===== src/design/keypad_set_time_of_day_clock_defines.svh =====
// Assertion macros shared by the clock design.
`ifndef KEYPAD_SET_TIME_OF_DAY_CLOCK_DEFINES_SVH
`define KEYPAD_SET_TIME_OF_DAY_CLOCK_DEFINES_SVH

// The consequent must hold in the same cycle as the antecedent.
`define KSTC_ASSERT_NOW(label, clk, rstn, ante, cons) \
    label: assert property (@(posedge clk) disable iff (!(rstn)) (ante) |-> (cons)) \
        else $error("kstc: same-cycle check failed");

// The consequent must hold in the cycle after the antecedent.
`define KSTC_ASSERT_NEXT(label, clk, rstn, ante, cons) \
    label: assert property (@(posedge clk) disable iff (!(rstn)) (ante) |=> (cons)) \
        else $error("kstc: next-cycle check failed");

`endif


===== src/design/kstc_pkg.sv =====
package kstc_pkg;

    localparam logic [2:0] PH_IDLE        = 3'd0;
    localparam logic [2:0] PH_HOUR_TENS   = 3'd1;
    localparam logic [2:0] PH_HOUR_ONES   = 3'd2;
    localparam logic [2:0] PH_MINUTE_TENS = 3'd3;
    localparam logic [2:0] PH_MINUTE_ONES = 3'd4;
    localparam logic [2:0] PH_SECOND_TENS = 3'd5;
    localparam logic [2:0] PH_SECOND_ONES = 3'd6;
    localparam logic [2:0] PH_RUN         = 3'd7;

    localparam logic [2:0] ERR_NONE    = 3'd0;
    localparam logic [2:0] ERR_START   = 3'd1;
    localparam logic [2:0] ERR_HOURS   = 3'd2;
    localparam logic [2:0] ERR_MINUTES = 3'd3;
    localparam logic [2:0] ERR_SECONDS = 3'd4;

    localparam logic [7:0] KEY_START = 8'h31;
    localparam logic [7:0] KEY_ZERO  = 8'h30;
    localparam logic [7:0] KEY_NINE  = 8'h39;

    localparam logic [5:0] SEC_LAST  = 6'd59;
    localparam logic [5:0] MIN_LAST  = 6'd59;
    localparam logic [4:0] HOUR_LAST = 5'd23;

    localparam logic [3:0] HOUR_TENS_MAX = 4'd2;
    localparam logic [3:0] HOUR_ONES_MAX = 4'd3;
    localparam logic [3:0] SIX_TENS_MAX  = 4'd5;

    typedef struct packed {
        logic [2:0] phase;
        logic [2:0] error;
        logic       key_taken;
        logic [4:0] hour;
        logic [5:0] minute;
        logic [5:0] second;
    } step_result_t;

    // Tens digit of a value below 64, as (v * 26) >> 8.
    function automatic logic [2:0] tens_of(input logic [5:0] v);
        logic [11:0] prod;
        prod = 12'(v) * 12'd26;
        return prod[10:8];
    endfunction

    function automatic logic [3:0] ones_of(input logic [5:0] v);
        logic [2:0] t;
        logic [5:0] rem;
        t   = tens_of(v);
        rem = v - {t, 3'b000} - {2'b00, t, 1'b0};
        return rem[3:0];
    endfunction

endpackage


===== src/design/kstc_clock.sv =====
`include "keypad_set_time_of_day_clock_defines.svh"

module kstc_clock (
    input  logic                  aclk,
    input  logic                  aresetn,
    input  logic                  step,
    input  logic                  action,
    input  logic [7:0]            key,
    output kstc_pkg::step_result_t result
);

    logic [2:0] phase_reg,  phase_next;
    logic [4:0] hour_reg,   hour_next;
    logic [5:0] minute_reg, minute_next;
    logic [5:0] second_reg, second_next;
    logic [2:0] err;
    logic       taken;
    logic       is_digit;
    logic [3:0] digit;
    logic [6:0] hour_wide;
    logic [6:0] minute_wide;
    logic [6:0] second_wide;

    assign is_digit = (key >= kstc_pkg::KEY_ZERO) && (key <= kstc_pkg::KEY_NINE);
    assign digit    = is_digit ? key[3:0] : 4'd0;

    assign hour_wide   = {hour_reg[3:0], 3'b000} + {1'b0, hour_reg, 1'b0} + 7'(digit);
    assign minute_wide = {minute_reg[3:0], 3'b000} + {minute_reg, 1'b0} + 7'(digit);
    assign second_wide = {second_reg[3:0], 3'b000} + {second_reg, 1'b0} + 7'(digit);

    always_comb begin
        phase_next  = phase_reg;
        hour_next   = hour_reg;
        minute_next = minute_reg;
        second_next = second_reg;
        err         = kstc_pkg::ERR_NONE;
        taken       = 1'b0;
        if (action) begin
            if (phase_reg == kstc_pkg::PH_RUN) begin
                if (second_reg < kstc_pkg::SEC_LAST) begin
                    second_next = second_reg + 6'd1;
                end else if (minute_reg < kstc_pkg::MIN_LAST) begin
                    minute_next = minute_reg + 6'd1;
                    second_next = '0;
                end else if (hour_reg < kstc_pkg::HOUR_LAST) begin
                    hour_next   = hour_reg + 5'd1;
                    minute_next = '0;
                    second_next = '0;
                end else begin
                    hour_next   = '0;
                    minute_next = '0;
                    second_next = '0;
                end
            end
        end else begin
            unique case (phase_reg)
                kstc_pkg::PH_IDLE: begin
                    if (key == kstc_pkg::KEY_START) phase_next = kstc_pkg::PH_HOUR_TENS;
                    else err = kstc_pkg::ERR_START;
                end
                kstc_pkg::PH_HOUR_TENS: begin
                    if (is_digit && digit <= kstc_pkg::HOUR_TENS_MAX) begin
                        hour_next  = 5'(digit);
                        phase_next = kstc_pkg::PH_HOUR_ONES;
                        taken      = 1'b1;
                    end else begin
                        err = kstc_pkg::ERR_HOURS;
                    end
                end
                kstc_pkg::PH_HOUR_ONES: begin
                    if (is_digit && !(hour_reg == 5'd2 && digit > kstc_pkg::HOUR_ONES_MAX)) begin
                        hour_next  = hour_wide[4:0];
                        phase_next = kstc_pkg::PH_MINUTE_TENS;
                        taken      = 1'b1;
                    end else begin
                        err        = kstc_pkg::ERR_HOURS;
                        phase_next = kstc_pkg::PH_HOUR_TENS;
                    end
                end
                kstc_pkg::PH_MINUTE_TENS: begin
                    if (is_digit && digit <= kstc_pkg::SIX_TENS_MAX) begin
                        minute_next = 6'(digit);
                        phase_next  = kstc_pkg::PH_MINUTE_ONES;
                        taken       = 1'b1;
                    end else begin
                        err = kstc_pkg::ERR_MINUTES;
                    end
                end
                kstc_pkg::PH_MINUTE_ONES: begin
                    if (is_digit) begin
                        minute_next = minute_wide[5:0];
                        phase_next  = kstc_pkg::PH_SECOND_TENS;
                        taken       = 1'b1;
                    end else begin
                        err        = kstc_pkg::ERR_MINUTES;
                        phase_next = kstc_pkg::PH_MINUTE_TENS;
                    end
                end
                kstc_pkg::PH_SECOND_TENS: begin
                    if (is_digit && digit <= kstc_pkg::SIX_TENS_MAX) begin
                        second_next = 6'(digit);
                        phase_next  = kstc_pkg::PH_SECOND_ONES;
                        taken       = 1'b1;
                    end else begin
                        err = kstc_pkg::ERR_SECONDS;
                    end
                end
                kstc_pkg::PH_SECOND_ONES: begin
                    if (is_digit) begin
                        second_next = second_wide[5:0];
                        phase_next  = kstc_pkg::PH_RUN;
                        taken       = 1'b1;
                    end else begin
                        err        = kstc_pkg::ERR_SECONDS;
                        phase_next = kstc_pkg::PH_SECOND_TENS;
                    end
                end
                default: begin
                end
            endcase
        end
    end

    always_ff @(posedge aclk) begin
        if (!aresetn) begin
            phase_reg  <= kstc_pkg::PH_IDLE;
            hour_reg   <= '0;
            minute_reg <= '0;
            second_reg <= '0;
        end else if (step) begin
            phase_reg  <= phase_next;
            hour_reg   <= hour_next;
            minute_reg <= minute_next;
            second_reg <= second_next;
        end
    end

    assign result.phase     = phase_next;
    assign result.error     = err;
    assign result.key_taken = taken;
    assign result.hour      = hour_next;
    assign result.minute    = minute_next;
    assign result.second    = second_next;

    `KSTC_ASSERT_NEXT(a_run_holds, aclk, aresetn,
        step && action && phase_reg == kstc_pkg::PH_RUN, phase_reg == kstc_pkg::PH_RUN)
    `KSTC_ASSERT_NEXT(a_start_key, aclk, aresetn,
        step && !action && phase_reg == kstc_pkg::PH_IDLE && key == kstc_pkg::KEY_START,
        phase_reg == kstc_pkg::PH_HOUR_TENS)
    `KSTC_ASSERT_NEXT(a_idle_hold, aclk, aresetn,
        !step, $stable(phase_reg) && $stable(second_reg))

endmodule


===== src/design/keypad_set_time_of_day_clock.sv =====
// Throughput: one request per cycle unless the output stalls with m_ready low,
// set by the input register, clock update logic and result register in a single pass.
// Reset (aresetn low, synchronous) empties both stages and returns the clock
// to idle at 00:00:00.
`include "keypad_set_time_of_day_clock_defines.svh"

module keypad_set_time_of_day_clock (
    input  logic       aclk,
    input  logic       aresetn,
    input  logic       s_valid,
    output logic       s_ready,
    input  logic       s_action,
    input  logic [7:0] s_key,
    output logic       m_valid,
    input  logic       m_ready,
    output logic [2:0] m_phase,
    output logic [2:0] m_error,
    output logic       m_key_taken,
    output logic [1:0] m_hour_tens,
    output logic [3:0] m_hour_ones,
    output logic [2:0] m_minute_tens,
    output logic [3:0] m_minute_ones,
    output logic [2:0] m_second_tens,
    output logic [3:0] m_second_ones
);

    logic       in_valid_reg;
    logic       in_action_reg;
    logic [7:0] in_key_reg;
    logic       out_valid_reg;
    logic       out_free;
    logic       advance;
    kstc_pkg::step_result_t step_res;

    logic [2:0] phase_reg;
    logic [2:0] error_reg;
    logic       key_taken_reg;
    logic [1:0] hour_tens_reg;
    logic [3:0] hour_ones_reg;
    logic [2:0] minute_tens_reg;
    logic [3:0] minute_ones_reg;
    logic [2:0] second_tens_reg;
    logic [3:0] second_ones_reg;
    logic [2:0] hour_tens_wide;

    assign out_free = !out_valid_reg || m_ready;
    assign advance  = in_valid_reg && out_free;
    assign s_ready  = !in_valid_reg || out_free;

    always_ff @(posedge aclk) begin
        if (!aresetn) begin
            in_valid_reg <= 1'b0;
        end else if (s_ready) begin
            in_valid_reg <= s_valid;
        end
    end

    always_ff @(posedge aclk) begin
        if (s_ready && s_valid) begin
            in_action_reg <= s_action;
            in_key_reg    <= s_key;
        end
    end

    kstc_clock u_clock (
        .aclk   (aclk),
        .aresetn(aresetn),
        .step   (advance),
        .action (in_action_reg),
        .key    (in_key_reg),
        .result (step_res)
    );

    assign hour_tens_wide = kstc_pkg::tens_of({1'b0, step_res.hour});

    always_ff @(posedge aclk) begin
        if (!aresetn) begin
            out_valid_reg <= 1'b0;
        end else if (out_free) begin
            out_valid_reg <= in_valid_reg;
        end
    end

    always_ff @(posedge aclk) begin
        if (advance) begin
            phase_reg       <= step_res.phase;
            error_reg       <= step_res.error;
            key_taken_reg   <= step_res.key_taken;
            hour_tens_reg   <= hour_tens_wide[1:0];
            hour_ones_reg   <= kstc_pkg::ones_of({1'b0, step_res.hour});
            minute_tens_reg <= kstc_pkg::tens_of(step_res.minute);
            minute_ones_reg <= kstc_pkg::ones_of(step_res.minute);
            second_tens_reg <= kstc_pkg::tens_of(step_res.second);
            second_ones_reg <= kstc_pkg::ones_of(step_res.second);
        end
    end

    assign m_valid       = out_valid_reg;
    assign m_phase       = phase_reg;
    assign m_error       = error_reg;
    assign m_key_taken   = key_taken_reg;
    assign m_hour_tens   = hour_tens_reg;
    assign m_hour_ones   = hour_ones_reg;
    assign m_minute_tens = minute_tens_reg;
    assign m_minute_ones = minute_ones_reg;
    assign m_second_tens = second_tens_reg;
    assign m_second_ones = second_ones_reg;

    `KSTC_ASSERT_NOW(a_taken_no_error, aclk, aresetn,
        m_valid && m_key_taken, m_error == kstc_pkg::ERR_NONE)
    `KSTC_ASSERT_NOW(a_start_err_idle, aclk, aresetn,
        m_valid && m_error == kstc_pkg::ERR_START, m_phase == kstc_pkg::PH_IDLE)
    `KSTC_ASSERT_NOW(a_stall_full, aclk, aresetn,
        !s_ready, in_valid_reg && out_valid_reg)

endmodule


===== config.mk =====
export PLATFORM = sky130hd
export DESIGN_NAME = keypad_set_time_of_day_clock
export DESIGN_NICKNAME = d
export VERILOG_FILES = /design/src/design/kstc_pkg.sv /design/src/design/kstc_clock.sv /design/src/design/keypad_set_time_of_day_clock.sv
export VERILOG_INCLUDE_DIRS = /design/src /design/src/design
export SDC_FILE = /design/constraint.sdc
export NUM_CORES = 1
export LEC_CHECK = 0
export BUFFER_PORTS_ARGS = -buffer_cell sky130_fd_sc_hd__buf_2
export CAP_MARGIN = 20
export CORE_MARGIN = 3
export CORE_UTILIZATION = 56
export DETAILED_ROUTE_END_ITERATION = 6
export PLACE_DENSITY = 0.76
export SLEW_MARGIN = 20
export SYNTH_ARGS = -nofsm -noshare
export SYNTH_HDL_FRONTEND = slang
export SYNTH_SLANG_ARGS = --single-unit

===== constraint.sdc =====
create_clock -name aclk -period 5.2 [get_ports aclk]
set_input_delay 0.52 -clock aclk [delete_from_list [all_inputs] [get_ports aclk]]
set_output_delay 0.52 -clock aclk [all_outputs]
set_load 0.05 [all_outputs]

**Word-level counts from Yosys, hierarchy flattened**

Cells that the tools add are included.

- Latch bits: 0
- Register bits after elaboration: 58
- ROM bits: 0
- Memories kept: 0
- RAM bits: 0

- Shift-type cells: 0
- Order comparisons: 8
- Multiplexer cells: 44
- Div/mod/pow operators: 0
- Bitwise operators: 0
- Equal/unequal tests: 9
- Reductions and logical operators: 15
- Multipliers: 3
- Add/subtract/negate cells: 15

Operators by type and width:

| cell | number |
|---|---|
| 2-to-1 mux 6 bit | 11 |
| one-hot mux 3 bit (7 select lines) | 2 |
| 2-to-1 mux 5 bit | 7 |
| 2-to-1 mux 3 bit | 8 |
| one-hot mux 6 bit (2 select lines) | 2 |
| multiplier 6 x 4 -> 10 bit, second input constant | 2 |
| subtractor 4 bit | 5 |
| adder 6 x 1 -> 6 bit, second input constant | 2 |
| adder 6 x 4 -> 6 bit | 2 |
| adder 6 bit | 2 |
| equality test 3 bit, second input constant | 4 |
| less-than comparator 6 bit, second input constant | 2 |
| 2-to-1 mux 2 bit | 6 |
| one-hot mux 5 bit (2 select lines) | 1 |
| multiplier 5 x 4 -> 9 bit, second input constant | 1 |
| equality test 8 x 6 -> 1 bit, second input constant | 1 |
| >= comparator 8 x 6 -> 1 bit, second input constant | 1 |
| <= comparator 8 x 6 -> 1 bit, second input constant | 1 |
| logical AND 1 bit | 7 |
| equality test 3 x 2 -> 1 bit, second input constant | 2 |
| adder 5 x 1 -> 5 bit, second input constant | 1 |
| adder 5 x 4 -> 5 bit | 1 |
| adder 5 bit | 1 |
| equality test 5 x 2 -> 1 bit, second input constant | 1 |
| 13 further kinds | 21 |

**Logic depth before layout (Yosys ltp)**

- Depth after elaboration: 13
- Depth in mapped cells: 26
- Depth with buffers taken out: 25

**By module**

From an unflattened synthesis, not the netlist that was laid out.

- Cells, all modules: 617
- Area total of the unflattened synthesis: 5432.7 um2

By module, submodules not included:

| module | area each (um2) | times used | cells an instance |
|---|---|---|---|
| kstc_clock | 2919.0 | 1 | 405 |
| keypad_set_time_of_day_clock | 2513.7 | 1 | 212 |

**Worst setup path before layout**

Ideal clock, no wire load.

- Kind: register -> register
- Start: register in_key_reg[2]
- End: register minute_ones_reg[3], in the netlist m_minute_ones[3] (data pin)
- Arrival time: 5359 ps
- Slack: -426 ps
- Buffers on the path: 1
- Stages on the path, launching flop included: 24
- Library setup time: 268 ps
- Path through: edfxtp_1 > buf_2 > o21a_1 > nor2_1 > nand2_1 > xnor2_1 > ha_1 > fa_1 > a221o_1 > nand2_1 > inv_1 > ha_1 > fa_1 > ha_1 > o21a_1 > nor2_1 > a311o_1 > o32ai_2 > a21oi_2 > xnor2_1 > ha_1 > nand2_1 > nand2_1 > xnor3_1

RTL lines:

| element | line | text |
|---|---|---|
| from (decl) | keypad_set_time_of_day_clock.sv:29 | `logic [7:0] in_key_reg;` |
| from (signal assigned) | keypad_set_time_of_day_clock.sv:61 | `in_key_reg <= s_key;` |
| to (signal assigned) | keypad_set_time_of_day_clock.sv:92 | `minute_ones_reg <= kstc_pkg::ones_of(step_res.minute);` |
| to (decl) | keypad_set_time_of_day_clock.sv:41 | `logic [3:0] minute_ones_reg;` |

==> results.toml <==
[cells_and_area]
seq_area_um2 = 1520
areaGrowthSynthToFinish_pct = 27.6
nets = 774
nFillCells = 631
n_antenna_cell = 0
final_area_um2 = 6780
largest_reg_flops = 8
drive_above_1_share = 0.343
multi_input_area_um2 = 3870

[timing]
rsz0062_at_grt = "true"
fmax_mhz = 187
finalSetupViolations = 3
finalHoldViolCount = 0
maxSlewHeadroom = 0.612
tightest_slew_ns = 0.582
drv_slew = 0
finalCriticalPeriod_ns = 5.36
period_share = 1.03
fin_worst_skew_ns = 0.0134
layout_setup_ws_ns = -0.159
tns_ns = -0.263

[worst_hold_path]
whs_endpoint = "in_key_reg[2]"
min_path_type = "in2reg"
whs_path_depth = 1
hp-start = "s_key[2]"

[floorplan]
row_count = 34
die_w_um = 103
die_h_um = 103
die_area_um2 = 10700
coreArea_um2 = 8980
ios = 42
initial_core_util = 0.592

[yosys]
ys_top_cells_by_count = "ha_1, nand2_1, inv_1, edfxtp_1, nor2_1"
ys_ff_latch = 58
yosys.area_share.simple = 0.180
synthFlopType = "edfxtp_1"
synth_area_leaders = "edfxtp_1, ha_1, dfxtp_1"
synth_compound_area_frac = 0.209
seq_area_frac_synth = 0.286
synthAdderAreaFrac = 0.190
syn_avg_cell_area_um2 = 9.16
synth_edf_count = 36
yosys.area.top_type_share = 0.203
synth_xor_area_frac = 0.0570
synth.most_common_cell = "ha_1"
yosys.area.top_type = "edfxtp_1"
synth_top_family_by_area = "compound AO/OA/AOI/OAI gates"
muxShareOfSynthArea = 0.00612
syn_inst = 580
synth_nets = 668
synth_cell_types = 85
yosys_warnings = 0
syn_area_um2 = 5310
async_flop_share = 0

[worst_setup_path]
critical_path.endpoint_type = "register"
cp-start-kind = "register"
critPathMaxFanout = 3
cp.arrival_ns = 5.44
ff2ff_setup_slack_ns = -0.16
regToRegStartpoint = "in_key_reg[2]"
r2r-end = "m_minute_ones[3]"
path_class = "reg2reg"
critical_path_required_ns = 5.28
r2r_cells = 22

[global_routing]
antenna_found_initial = 0
grt_overflow = 0
grt_pass1_wl_um = 22100
global_route.usage.total = 0.260
grt_pass1_vias = 4705
grt_max_degree = 34

[routing]
routedWlPerCell_um = 16.7
finalWirelength_um = 13600
via_per_inst = 5.99
drt_iter0_drc = 404
vias = 4896
drc = 0
antenna_left = 0
dr.pass1.iters = 6

[clock_network]
cts_htree_levels = 3
cts_tree = "done"
numClockSinks = 58
cts_root_buffer = "clkbuf_8"
cts_max_path_buffers = 2
cts_hold_buf = 0
cts_made_buffers = 9
clkTransAtPathRegs_ns = 0.07
clock_latency_ns = 0.34

[placement]
portBuffers = 41
place_area_um2 = 6070
dpl.hpwl_um = 9640
globalplace.congestion = 0.931

[power_and_ir_drop]
vdd_drop_max_mv = 0.123
power_density_nw_per_um2 = 203
leakage_nw = 3.09

[run]
drv_cap = 0

[run_status]
status = "finished with violations"
violations = "negative setup slack"
==> area by class of cell <==
cell class / count / area share
well taps: 126 / 0.0233
clock inverters: 3 / 0.00222
clock buffers: 13 / 0.0220
inverters: 41 / 0.0227
flip-flops and latches: 58 / 0.225
multi-input cells: 444 / 0.571
repair buffers: 132 / 0.134
==> placed cells by master, fill, tap and decap left out, drive strengths merged, types with 6 or more instances in the layout <==
cell / synthesis / final
a211oi: 6 / 6
a21boi: 7 / 7
a21o: 8 / 8
a21oi: 29 / 29
a221oi: 6 / 6
a31oi: 12 / 12
and2: 7 / 7
and3: 8 / 8
buf: 16 / 132
clkbuf: 21 / 13
dfxtp: 22 / 22
edfxtp: 36 / 36
fa: 8 / 8
ha: 67 / 67
inv: 40 / 40
nand2: 60 / 60
nand3: 17 / 17
nand4: 6 / 6
nor2: 33 / 33
nor2b: 8 / 8
nor3: 9 / 9
nor4: 7 / 7
o211a: 8 / 8
o21a: 6 / 6
o21ai: 26 / 26
xnor2: 23 / 23
xor2: 9 / 9
==> worst max path at each step <==
stage / start / endpoint / slack [ns]
detailed placement: in_key_reg[1] / m_minute_ones[3] / -0.24
CTS: in_key_reg[6] / m_minute_ones[3] / -0.06
floorplan: in_key_reg[7] / m_minute_ones[3] / -0.25
global placement: in_key_reg[2] / m_hour_ones[3] / -0.05
global route: in_key_reg[2] / m_second_ones[3] / -0.35
finish: in_key_reg[2] / m_minute_ones[3] / -0.16
==> routing by layer <==
| layer | global-route usage | share of wire |
|---|---|---|
| met5 | 0 | 0 |
| met4 | 0.101 | 0.022 |
| met3 | 0.0402 | 0.065 |
| met2 | 0.439 | 0.49 |
| met1 | 0.335 | 0.42 |
==> through the flow <==
stage                     instances  utilization  hold slack [ns]  power (mW)  worst slack, ns
after floorplan                 580            -            0.486       0.836           -0.250
after global placement          780        0.676            0.501       0.934          -0.0451
after detailed placement        780        0.676            0.522       0.953           -0.239
after CTS                       811        0.728            0.345        1.34          -0.0619
after global routing            817        0.755            0.345        1.44           -0.346
final                           817        0.755            0.357        1.38           -0.159
==> cells by family (layout without fill, tap and decap cells) <==
| kind of cell | after synthesis | after routing |
|---|---|---|
| compound gates | 151 | 151 |
| xor+xnor | 33 | 33 |
| flops | 58 | 58 |
| mux | 3 | 3 |
| buf+inv | 78 | 189 |
| fa+ha+maj | 76 | 76 |
| simple gates | 181 | 181 |
==> worst max-delay path, stage by stage (launching register included) <==
cell and delay [ns]:
edfxtp_1 0.44, o21a_1 0.25, nor2_4 0.12, nand2_4 0.09
xnor2_2 0.14, ha_1 0.35, fa_1 0.48, a221o_1 0.34
nand2_2 0.07, inv_2 0.06, ha_4 0.26, fa_1 0.42
ha_1 0.30, o21a_1 0.12, nor2_2 0.04, a311o_1 0.28
o32ai_2 0.28, a21oi_2 0.13, xnor2_2 0.15, ha_1 0.31
nand2_1 0.08, nand2_1 0.07, xnor3_1 0.33
==> where the power goes <==
part	total, mW	internal, mW	leakage, nW	switching, mW
Sequential	0.548	0.525	0.525	0.0232
Clock	0.367	0.184	0.0872	0.183
Combinational	0.463	0.205	2.48	0.258
==> what timing repair did <==
item / 4_1_cts / 5_1_grt
setup buffers: 15 / 8
pin swaps: 46 / 15
resized for setup: 27 / 34
setup endpoints to repair: 6 / 9
cloned: 0 / 0
Power figures use the tool's default switching activity.
